<file path="src/hdl/srr_pkg.sv">
package srr_pkg;

  localparam int WIN_SIZE = 8;
  localparam int SEQ_BITS = 16;

  localparam int SEQ_W = 16;
  localparam int PAY_W = 64;
  localparam int IDX_W = (WIN_SIZE > 1) ? $clog2(WIN_SIZE) : 1;

  localparam logic KIND_DELIVER = 1'b0;
  localparam logic KIND_ACK     = 1'b1;

endpackage

</file>
<file path="src/hdl/selective_repeat_receiver_core.sv">
// Selective-repeat receiver: one packet request is taken at a time and in_ready_o stays low
// until every result it causes has been taken. A corrupt or out-of-range packet is dropped after
// the check; an acknowledge-only packet gives one acknowledge; an in-window packet gives its
// k delivered payloads and then an acknowledge, and the output can hold off each of them. Each
// delivery passes from the slot buffer's registered read into the output register. The
// receive window is a circular buffer, so sliding it moves only a pointer.
module selective_repeat_receiver_core
  import srr_pkg::*;
(
  input  logic             clk_i,
  input  logic             rst_ni,
  input  logic             in_valid_i,
  output logic             in_ready_o,
  input  logic [SEQ_W-1:0] seq_num_i,
  input  logic             checksum_ok_i,
  input  logic [PAY_W-1:0] payload_in_i,
  output logic             out_valid_o,
  input  logic             out_ready_i,
  output logic             kind_o,
  output logic [SEQ_W-1:0] ack_num_o,
  output logic [PAY_W-1:0] payload_out_o,
  output logic             last_o
);

  localparam logic [2:0] S_IDLE  = 3'd0;
  localparam logic [2:0] S_CHECK = 3'd1;
  localparam logic [2:0] S_READ  = 3'd2;
  localparam logic [2:0] S_LOAD  = 3'd3;
  localparam logic [2:0] S_ACK   = 3'd4;
  localparam logic [2:0] S_WAIT  = 3'd5;

  logic [2:0]          state_q, state_d;
  logic [SEQ_BITS-1:0] seq_q;
  logic                good_q;
  logic [PAY_W-1:0]    pay_q;
  logic [SEQ_BITS-1:0] base_q;
  logic [IDX_W-1:0]    ptr_q;
  logic [WIN_SIZE-1:0] held_q;

  logic                out_valid_q;
  logic                kind_q;
  logic [SEQ_W-1:0]    ack_q;
  logic [PAY_W-1:0]    pay_out_q;
  logic                last_q;

  logic [SEQ_BITS-1:0] ahead, behind;
  logic                in_win, in_prev;
  logic [IDX_W:0]      slot_sum, ptr_sum;
  logic [IDX_W-1:0]    slot_idx, ptr_inc;
  logic                ram_we, ram_re;
  logic [PAY_W-1:0]    ram_rdata;
  logic                in_acc, out_acc;

  assign in_acc  = in_valid_i && in_ready_o;
  assign out_acc = out_valid_o && out_ready_i;

  // window position of the packet
  assign ahead   = seq_q - base_q;
  assign behind  = base_q - seq_q;
  assign in_win  = 32'(ahead) < 32'(WIN_SIZE);
  assign in_prev = (behind != '0) && (32'(behind) <= 32'(WIN_SIZE));

  // circular slot index
  assign slot_sum = (IDX_W+1)'(ptr_q) + (IDX_W+1)'(ahead);
  assign slot_idx = (32'(slot_sum) >= 32'(WIN_SIZE)) ?
                    IDX_W'(slot_sum - (IDX_W+1)'(WIN_SIZE)) : IDX_W'(slot_sum);
  assign ptr_sum  = (IDX_W+1)'(ptr_q) + (IDX_W+1)'(1);
  assign ptr_inc  = (32'(ptr_sum) >= 32'(WIN_SIZE)) ?
                    IDX_W'(ptr_sum - (IDX_W+1)'(WIN_SIZE)) : IDX_W'(ptr_sum);

  assign ram_we = (state_q == S_CHECK) && good_q && in_win && !held_q[slot_idx];
  assign ram_re = (state_q == S_READ) && held_q[ptr_q];

  srr_ram #(
    .WIDTH(PAY_W),
    .DEPTH(WIN_SIZE)
  ) u_slot_ram (
    .clk_i  (clk_i),
    .we_i   (ram_we),
    .waddr_i(slot_idx),
    .wdata_i(pay_q),
    .re_i   (ram_re),
    .raddr_i(ptr_q),
    .rdata_o(ram_rdata)
  );

  always_comb begin
    state_d = state_q;
    unique case (state_q)
      S_IDLE: begin
        if (in_acc) state_d = S_CHECK;
      end
      S_CHECK: begin
        priority if (!good_q) state_d = S_IDLE;
        else if (in_win)      state_d = S_READ;
        else if (in_prev)     state_d = S_ACK;
        else                  state_d = S_IDLE;
      end
      S_READ: begin
        state_d = held_q[ptr_q] ? S_LOAD : S_ACK;
      end
      S_LOAD: begin
        state_d = S_WAIT;
      end
      S_ACK: begin
        state_d = S_WAIT;
      end
      S_WAIT: begin
        if (out_acc) state_d = last_q ? S_IDLE : S_READ;
      end
      default: begin
        state_d = S_IDLE;
      end
    endcase
  end

  always_ff @(posedge clk_i or negedge rst_ni) begin
    if (!rst_ni) begin
      state_q     <= S_IDLE;
      base_q      <= SEQ_BITS'(1);
      ptr_q       <= '0;
      held_q      <= '0;
      out_valid_q <= 1'b0;
    end else begin
      state_q <= state_d;
      if (ram_we) begin
        held_q[slot_idx] <= 1'b1;
      end
      if (ram_re) begin
        held_q[ptr_q] <= 1'b0;
        ptr_q         <= ptr_inc;
        base_q        <= base_q + SEQ_BITS'(1);
      end
      if (state_q == S_LOAD || state_q == S_ACK) begin
        out_valid_q <= 1'b1;
      end else if (out_acc) begin
        out_valid_q <= 1'b0;
      end
    end
  end

  always_ff @(posedge clk_i) begin
    if (in_acc) begin
      seq_q  <= SEQ_BITS'(seq_num_i);
      good_q <= checksum_ok_i;
      pay_q  <= payload_in_i;
    end
    if (state_q == S_LOAD) begin
      kind_q    <= KIND_DELIVER;
      ack_q     <= '0;
      pay_out_q <= ram_rdata;
      last_q    <= 1'b0;
    end else if (state_q == S_ACK) begin
      kind_q    <= KIND_ACK;
      ack_q     <= SEQ_W'(seq_q);
      pay_out_q <= '0;
      last_q    <= 1'b1;
    end
  end

  assign in_ready_o    = (state_q == S_IDLE);
  assign out_valid_o   = out_valid_q;
  assign kind_o        = kind_q;
  assign ack_num_o     = ack_q;
  assign payload_out_o = pay_out_q;
  assign last_o        = last_q;

  // no request is taken while a result is pending
  a_idle_no_result: assert property (@(posedge clk_i) disable iff (!rst_ni)
    in_ready_o |-> !out_valid_o)
    else $error("input ready with a result pending");

  // a slot read is followed by loading its payload
  a_read_then_load: assert property (@(posedge clk_i) disable iff (!rst_ni)
    ram_re |=> (state_q == S_LOAD))
    else $error("slot read not followed by load");

  // acks close a packet, deliveries never do
  a_ack_is_last: assert property (@(posedge clk_i) disable iff (!rst_ni)
    out_valid_o |-> (last_o == (kind_o == KIND_ACK)))
    else $error("last flag does not match result kind");

  // the window slides by one with each delivery
  a_base_step: assert property (@(posedge clk_i) disable iff (!rst_ni)
    ram_re |=> (base_q == $past(base_q) + SEQ_BITS'(1)))
    else $error("window base did not advance");

  // a slot is written only while free, and is then marked held
  a_write_free: assert property (@(posedge clk_i) disable iff (!rst_ni)
    ram_we |=> held_q[$past(slot_idx)])
    else $error("written slot not marked held");

endmodule

</file>
<file path="src/hdl/srr_ram.sv">
module srr_ram #(
  parameter int WIDTH = 64,
  parameter int DEPTH = 8
) (
  input  logic                     clk_i,
  input  logic                     we_i,
  input  logic [$clog2(DEPTH)-1:0] waddr_i,
  input  logic [WIDTH-1:0]         wdata_i,
  input  logic                     re_i,
  input  logic [$clog2(DEPTH)-1:0] raddr_i,
  output logic [WIDTH-1:0]         rdata_o
);

  logic [WIDTH-1:0] mem_q [DEPTH];
  logic [WIDTH-1:0] rdata_q;

  always_ff @(posedge clk_i) begin
    if (we_i) begin
      mem_q[waddr_i] <= wdata_i;
    end
    if (re_i) begin
      rdata_q <= mem_q[raddr_i];
    end
  end

  assign rdata_o = rdata_q;

endmodule

</file>
<file path="config.mk">
export PLATFORM = sky130hd
export DESIGN_NAME = selective_repeat_receiver_core
export DESIGN_NICKNAME = d
export VERILOG_FILES = /design/src/hdl/srr_pkg.sv /design/src/hdl/selective_repeat_receiver_core.sv /design/src/hdl/srr_ram.sv
export SDC_FILE = /design/constraint.sdc
export NUM_CORES = 1
export LEC_CHECK = 0
export ABC_AREA = 1
export ABC_CLOCK_PERIOD_IN_PS = 14300
export BUFFER_PORTS_ARGS = -buffer_cell sky130_fd_sc_hd__clkbuf_2
export CAP_MARGIN = 20
export CORE_ASPECT_RATIO = 1.5
export CORE_MARGIN = 2
export CORE_UTILIZATION = 35
export CTS_CLUSTER_DIAMETER = 30
export CTS_CLUSTER_SIZE = 25
export DETAILED_ROUTE_END_ITERATION = 10
export GPL_TIMING_DRIVEN = 0
export PLACE_DENSITY = 0.6
export SLEW_MARGIN = 20
export SYNTH_ARGS = -nofsm -noshare
export SYNTH_HDL_FRONTEND = slang
export SYNTH_HIERARCHICAL = 1
export SYNTH_SLANG_ARGS = --single-unit
export TNS_END_PERCENT = 100
</file>
<file path="constraint.sdc">
create_clock -name clk_i -period 14.3 [get_ports clk_i]
set_input_delay 4.29 -clock clk_i [delete_from_list [all_inputs] [get_ports clk_i]]
set_output_delay 4.29 -clock clk_i [all_outputs]
set_load 0.02 [all_outputs]
</file>
# Yosys cells after proc, flatten, opt, wreduce, memory -nomap -nowiden

Memories as Yosys holds them, arrays and structs flattened. A register that Yosys moved wholly into a read port is not among the register bits.
Cells that the tools add are included.

Bits in writable memories: 512
Memories kept: 1
Register bits: 193
Input port bits: 85
Word-level logic and storage cells: 80
Output and inout port bits: 84

Memory list:

| memory           | words | bits a word | rd ports | clocked after memory_dff | wr ports | line          | RTL |
|---|---|---|---|---|---|---|---|
| u_slot_ram.mem_q | 8     | 64          | 1        | 1                        | 1        | srr_ram.sv:14 | `logic [WIDTH-1:0] mem_q [DEPTH];` |

Bitwise operators: 3
Eq/ne operators: 7
Add/subtract/negate cells: 7
Reduce and logical (&&, ||, !) cells: 17
Multiplexer cells: 26
Magnitude comparators: 8

Operator list:

| operator              | count |
|---|---|
| $mux 64               | 2 |
| $sub 16x16->16        | 2 |
| $mux 3                | 8 |
| $add 16x1->16 const B | 1 |
| $le 16x4->1 const B   | 1 |
| $lt 16x4->1 const B   | 1 |
| $mux 8                | 2 |
| $reduce_bool 16->1    | 1 |
| $pmux 3 s5            | 1 |
| $logic_and 1x1->1     | 9 |
| $and 8x8->8           | 1 |
| $ge 4x4->1 const B    | 2 |
| $lt 3x4->1 const B    | 2 |
| $mux 1                | 8 |
| $not 8->8             | 1 |
| $or 8x8->8            | 1 |
| $bmux 1 s3            | 2 |
| $demux 1 s3           | 2 |
| $eq 3x2->1 const B    | 2 |
| $eq 3x3->1 const B    | 2 |
| $ge 3x1->1 const B    | 2 |
| $sub 3x1->3 const B   | 2 |
| $add 3x1->4 const B   | 1 |
| $add 3x4->4           | 1 |
| other kinds (10)      | 11 |

# Longest topological paths before layout

Gate-level depths: netlist of the first run.

Depth in word-level cells: 12
Gate-level depth with buffers: 18
Gate-level depth less buffers: 18

# Cells and area by module

The synthesis of the first run kept the hierarchy.

By module, submodules not included:

| module                         | seq. area each (µm²) | area each (µm²) | times used | cells each |
|---|---|---|---|---|
| srr_ram                        | 17296.6              | 24298.3         | 1          | 2294 |
| selective_repeat_receiver_core | 5471.5               | 9106.2          | 1          | 949 |

# Worst setup path before layout of the first run

OpenSTA, ideal clock, no wires.

Kind: input to register
Start point: input port in_valid_i
End point: register good_q (enable)
Arrival: 7680 ps
Required time: 13779 ps
Setup slack: 6099 ps
Stages: 2
Library setup time: 521 ps
Buffers on the path: 0
Path through: inv_1 > nor2_1

Longest elaborated chain between the ends: 1

RTL lines:

| item                   | line                                  | RTL |
|---|---|---|
| start: declaration     | selective_repeat_receiver_core.sv:12  | `input logic in_valid_i,` |
| $logic_and 1x1->1      | selective_repeat_receiver_core.sv:54  | `assign in_acc = in_valid_i && in_ready_o;` |
| via in_acc             | selective_repeat_receiver_core.sv:52  | `logic in_acc, out_acc;` |
| end signal: assignment | selective_repeat_receiver_core.sv:145 | `good_q <= checksum_ok_i;` |
| end: declaration       | selective_repeat_receiver_core.sv:34  | `logic good_q;` |

The timed path passes the listed nets, and every way through them passes these cells.
A chain may end at the register's enable or synchronous reset.

# Final worst setup path of the first run

Start point: register state_q[0]
End point: output port in_ready_o

Longest elaborated chain between the ends: 1

RTL lines:

| item                     | line                                  | RTL |
|---|---|---|
| start: declaration       | selective_repeat_receiver_core.sv:32  | `logic [2:0] state_q, state_d;` |
| start signal: assignment | selective_repeat_receiver_core.sv:125 | `state_q <= state_d;` |
| $logic_not 3->1          | selective_repeat_receiver_core.sv:161 | `assign in_ready_o = (state_q == S_IDLE);` |
| end: declaration         | selective_repeat_receiver_core.sv:13  | `output logic in_ready_o,` |

No other way between the ends.

==> results of run 1 <==
[how the worst max path moves through the flow]
stage                    start          to  slack [ns]  depth (start not counted)
global route        state_q[0]  in_ready_o        8.05                          4
CTS                 state_q[0]  in_ready_o        8.13                          4
floorplan           in_valid_i      good_q        6.10                          2
finish              state_q[0]  in_ready_o        8.16                          4
global placement    in_valid_i   pay_q[57]        2.68                          3
detailed placement  in_valid_i   pay_q[58]        8.66                          5
[state kept, by name, indices dropped and copies added, names as in the netlist, 8 cells and up]
| register | count |
|---|---|
| payload_out_o | 64 |
| seq_q | 16 |
| held_q | 8 |
| pay_q | 64 |
| ack_num_o | 16 |
| base_q | 16 |
| u_slot_ram/mem_q | 512 |
| u_slot_ram/rdata_o | 64 |
[worst min-delay path, delay by kind of cell, from the launching register on]
family | cells | cell delay [ns]
flops | 1 | 0.32
simple gates | 1 | 0.05
compound gates | 1 | 0.06
[power by group]
part / switching [mW] / total (mW) / internal (mW)
sequential: 0.0921 / 2.70 / 2.61
clock: 1.10 / 2.97 / 1.87
combinational: 0.235 / 0.336 / 0.101
total: 1.42 / 6.01 / 4.58
[per-stage QoR]
stage | setup slack, ns | util, %
finish | 8.16 | 43.3
global route | 8.05 | 43.3
CTS | 8.13 | 43.3
detailed placement | 8.66 | 38.8
global placement | 2.68 | 37.9
floorplan | 6.10 | -
[layer usage]
layer / global-route usage [%] / up-vias / part of all wire [%]
li1: - / 10900 / -
met1: 19.8 / 10400 / 39
met2: 30.9 / 637 / 51
met3: 3.25 / 207 / 5.4
met4: 8.52 / 8 / 4.0
met5: 0 / - / 0.048
[logic make-up after synthesis]
family	after synthesis	share of synthesized area [%]
DFF	769	68.2
adders and majority gates	35	1.36
buffers and inverters	828	10.0
xor gates and xnor gates	26	0.682
and+or+nand+nor	1506	18.5
AOI/OAI and AO/OA	79	1.25
[cell usage after synthesis (all sizes together)]
library cell	count	area share [%]
a21o	1	0.022
a21oi	33	0.49
a31oi	1	0.019
a32o	1	0.030
buf	97	1.8
clkbuf	18	0.20
clkinv	1	0.011
dfrtp	30	2.2
dfstp	1	0.079
dfxtp	17	1.0
edfxtp	721	65
fa	2	0.12
ha	33	1.2
inv	712	8.0
nand2	1034	12
nand3	294	4.4
nand3b	2	0.045
nand4	19	0.36
nor2	131	1.6
nor3	22	0.33
nor4	2	0.037
o211ai	4	0.090
o21ai	38	0.57
o21bai	1	0.022
or2	1	0.019
or2b	1	0.022
xnor2	3	0.079
xor2	23	0.60
[area by class of cell]
class,count,area [um^2],share of cell area [%]
flip-flops and latches,769,22800,55.7
multi-input cells,1646,7360,18.0
clock buffers,133,3170,7.74
inverters,713,2680,6.56
repair buffers,200,1600,3.92
well taps,1260,1580,3.86
clock inverters,96,1050,2.58
plain buffers,115,677,1.66
==> results_dict.tcl, run 1 <==
set metrics [dict create \
    drt_iter0_drc 1510 \
    reg2reg_from "seq_q[0]" \
    grt_pass1_wl_um 128000 \
    p_leak_nw 18.2 \
    crit_chain "nor2_1 -> nand2_1 -> inv_1 -> clkbuf_2" \
    wl_um 85100 \
    worstSetupPathType "register to output pin" \
    clock_latency_ns 0.72 \
    final_cell_mix "nand2_1 (1,024), edfxtp_1 (721), inv_1 (709)" \
    tns_ns 0 \
    firstDrtPassIters 7 \
    yosysUniqueCellTypes 35 \
    cts_buffers 121 \
    avgSynthCellArea_um2 10.3 \
    fin_cells 4932 \
    min_from "ack_num_o[10]" \
    path_delay_family "simple AND/OR/NAND/NOR gates" \
    nets 3686 \
    core.rowCount 138 \
    yosys_warnings 6 \
    io_pins 169 \
    slew_violations 0 \
    portBuffers 168 \
    antenna_found_initial 4 \
    path_max_fanout 6 \
    path_buf_inv 2 \
    layout-drive-gt1-share_pct 14.6 \
    grt_pass1_vias 22400 \
    crit_arrival_ns 1.85 \
    status "finished clean" \
    syn_inst 3243 \
    grt_max_degree 57 \
    skew_ns 0.0500 \
    maxCapViolations 0 \
    start_kind "register" \
    hold_buffers 0 \
    ys_ff_latch 769 \
    clockBufferDepth 3 \
    setup_viol 0 \
    die_area_mm2 0.0980 \
    ant_nets 0 \
    track_usage_pct 17.3 \
    clk_pin_slew_worst_paths_ns 0.06 \
    hold_path_end "ack_num_o[10]" \
    cts.repair.resized 0 \
    period_share_pct 42.9 \
    min_path_cells 2 \
    worstHoldPathType "register to register" \
    diodes 0 \
    timing.reg2reg.setup_slack_ns 9.94 \
    drc_errors 0 \
    die_x_um 256 \
    viasPerCell 4.50 \
    start_util_pct 35.4 \
    core_area_mm2 0.0944 \
    nFillCells 8746 \
    cts_max_level 3 \
    die_h_um 382 \
    hold_slack_ns 0.457 \
    wl_per_cell_um 17.3 \
    cts_tree "yes" \
    required_ns 10.01 \
    critPathSlowestCell "dfrtp_1" \
    worstMarginPinSlew_ns 0.936 \
    hold_violations 0 \
    slew_headroom_pct 37.6 \
    overflow 0 \
    gp_congestion 0.895 \
    syn-cell-area_mm2 0.0334 \
    area_growth_pct 22.4 \
    mostFrequentLayoutCell "nand2_1" \
    max-vdd-ir-drop_mv 0.155 \
    place_inst 4703 \
    synth_nets 3363 \
    hpwl_um 57100 \
    p_per_area_mw_per_mm2 147 \
    worst_r2r_endpoint "u_slot_ram/mem_q[3][54]" \
    placed_area_mm2 0.0367 \
    vias 22200 \
    total_power_mw 6.01 \
    rsz0062_at_grt "no" \
    critPathMaxStageDelay_ns 0.44 \
    cp-end-kind "output pin" \
    rr_worst_depth 18 \
    max_freq_mhz 163 \
    root_buffer "clkbuf_16" \
    final.min_clock_period_ns 6.14 \
    design_area_mm2 0.0409 \
    ys_seq_area_share_pct 68.2 \
    clock_sinks 769 \
    cts_setup_buffers 0 \
]
Power figures use the tool's default switching activity.
==> inputs of run 2 (changes only) <==
ABC_CLOCK_PERIOD_IN_PS = 5600   (was 14300)
PLACE_DENSITY = 0.62   (was 0.6)
clock period = 5.6 ns   (was 14.3 ns; I/O delays follow)
==> results_dict.tcl, run 2 (synthesized netlist as in run 1, its figures left out) <==
set metrics [dict create \
    highest_layer "met5" \
    wl_met2_um 42900 \
    path_buf_inv 5 \
    path_delay_family "simple AND/OR/NAND/NOR gates" \
    worstHoldPathType "register to register" \
    core_area_mm2 0.0944 \
    hold_violations 0 \
    antenna_found_initial 2 \
    final_cell_mix "nand2_1 (1,024), edfxtp_1 (721), inv_1 (709)" \
    drt_iter0_drc 1498 \
    tns_ns 0 \
    mostFrequentLayoutCell "nand2_1" \
    min_path_cells 2 \
    cts_tree "yes" \
    core.rowCount 138 \
    worstMarginPinSlew_ns 0.915 \
    io_pins 169 \
    die_x_um 256 \
    total_power_mw 15.1 \
    cts_buffers 114 \
    ant_nets 0 \
    max_freq_mhz 218 \
    root_buffer "clkbuf_16" \
    required_ns 5.98 \
    wl_met3_um 4860 \
    clock_sinks 769 \
    skew_ns 0.0401 \
    firstDrtPassIters 9 \
    clock_latency_ns 0.70 \
    area_growth_pct 21.6 \
    min_from "ack_num_o[12]" \
    setup_viol 0 \
    layout-drive-gt1-share_pct 14.1 \
    die_h_um 382 \
    gp_congestion 0.934 \
    critPathMaxStageDelay_ns 0.63 \
    worstSetupPathType "register to register" \
    hpwl_um 56000 \
    slew_violations 0 \
    hold_buffers 0 \
    nFillCells 8750 \
    max-vdd-ir-drop_mv 0.265 \
    ff_latch_area_mm2 0.0228 \
    clk_pin_slew_worst_paths_ns 0.05 \
    wl_per_cell_um 17.0 \
    cts_max_level 3 \
    cp.depth 19 \
    multi_input_area_mm2 0.00736 \
    portBuffers 168 \
    cts.repair.resized 0 \
    drc_errors 0 \
    wl_um 83400 \
    start_util_pct 35.4 \
    p_per_area_mw_per_mm2 372 \
    nets 3678 \
    timing.reg2reg.setup_slack_ns 1.01 \
    crit_arrival_ns 4.96 \
    top_register "u_slot_ram/mem_q" \
    grt_max_degree 49 \
    path_max_fanout 18 \
    vias 22200 \
    rsz0062_at_grt "no" \
    period_share_pct 81.9 \
    rr_worst_depth 19 \
    viasPerCell 4.52 \
    start_kind "register" \
    critPathSlowestCell "nor2_4" \
    die_area_mm2 0.0980 \
    final.min_clock_period_ns 4.59 \
    worst_r2r_endpoint "u_slot_ram/mem_q[2][3]" \
    status "finished clean" \
    hold_path_end "ack_num_o[12]" \
    track_usage_pct 17.0 \
    cp-end-kind "register" \
    cts_setup_buffers 0 \
    routedLengthMet1_um 33000 \
    reg2reg_from "seq_q[0]" \
    grt_pass1_wl_um 126000 \
    p_leak_nw 18.1 \
    largest_reg_flops 512 \
    grt_pass1_vias 21900 \
    overflow 0 \
    maxCapViolations 0 \
    worst_path_most_repeated_cell "nand2_1" \
    slew_headroom_pct 39.0 \
    diodes 0 \
    crit_chain "inv_1 -> ha_1 -> fa_1 -> inv_1 -> nand3_1 -> nand2_1 -> nand3_1 -> nand4_1 -> nand2_1 -> nor2_1 -> nand2_1 -> nor3_1 -> nand4_1 -> nor2_1 -> nand2_1 -> nor2_4 -> buf_16 -> buf_12 -> buf_16" \
    clockBufferDepth 3 \
]
-- run 2: layout make-up --
class | count | share of cell area [%]
Buffer | 115 | 1.67
Clock buffer | 121 | 7.14
Clock inverter | 87 | 2.69
Multi-Input combinational cell | 1646 | 18.1
Sequential cell | 769 | 56.0
Inverter | 713 | 6.59
Timing Repair Buffer | 199 | 3.87
Tap cell | 1260 | 3.88
-- run 2: routing by layer --
metal / up-vias / global-route usage [%]
met3: 166 / 3.13
li1: 10900 / -
met1: 10500 / 19.7
met4: 4 / 7.16
met5: - / 0
met2: 696 / 30.7
-- run 2: per-stage QoR --
step	utilization, %	worst slack [ns]	hold slack, ns	instances	area (um^2)
final	43.0	1.01	0.460	4910	40600
after global routing	43.0	0.775	0.494	4910	40600
after CTS	43.0	0.996	0.465	4910	40600
after detailed placement	38.8	1.03	0.450	4702	36600
after global placement	37.9	-3.43	0.446	4671	35800
after floorplan	-	0.00943	0.466	3243	33400
-- run 2: power breakdown --
part	internal, mW	total, mW	switching (mW)
clock network	4.67	7.35	2.68
logic	0.260	0.852	0.592
registers	6.66	6.90	0.233
total	11.6	15.1	3.51
-- run 2: worst max-delay path by stage --
stage	from	endpoint
2_1_floorplan	in_valid_i	good_q
3_3_place_gp	in_valid_i	pay_q[59]
3_5_place_dp	seq_q[0]	u_slot_ram/mem_q[2][56]
4_1_cts	seq_q[0]	u_slot_ram/mem_q[2][7]
5_1_grt	seq_q[11]	u_slot_ram/mem_q[2][7]
6_report	seq_q[0]	u_slot_ram/mem_q[2][3]
-- run 2: worst register-to-register path, stage by stage, from the launching register on --
cell and delay, ns:
edfxtp_1 0.39, inv_1 0.11, ha_1 0.23, fa_1 0.42, inv_1 0.16, nand3_1 0.12, nand2_1 0.16, nand3_1 0.13
nand4_1 0.10, nand2_1 0.09, nor2_1 0.11, nand2_1 0.07, nor3_1 0.29, nand4_1 0.19, nor2_1 0.17, nand2_1 0.24
nor2_4 0.63, buf_16 0.25, buf_12 0.21, buf_16 0.20
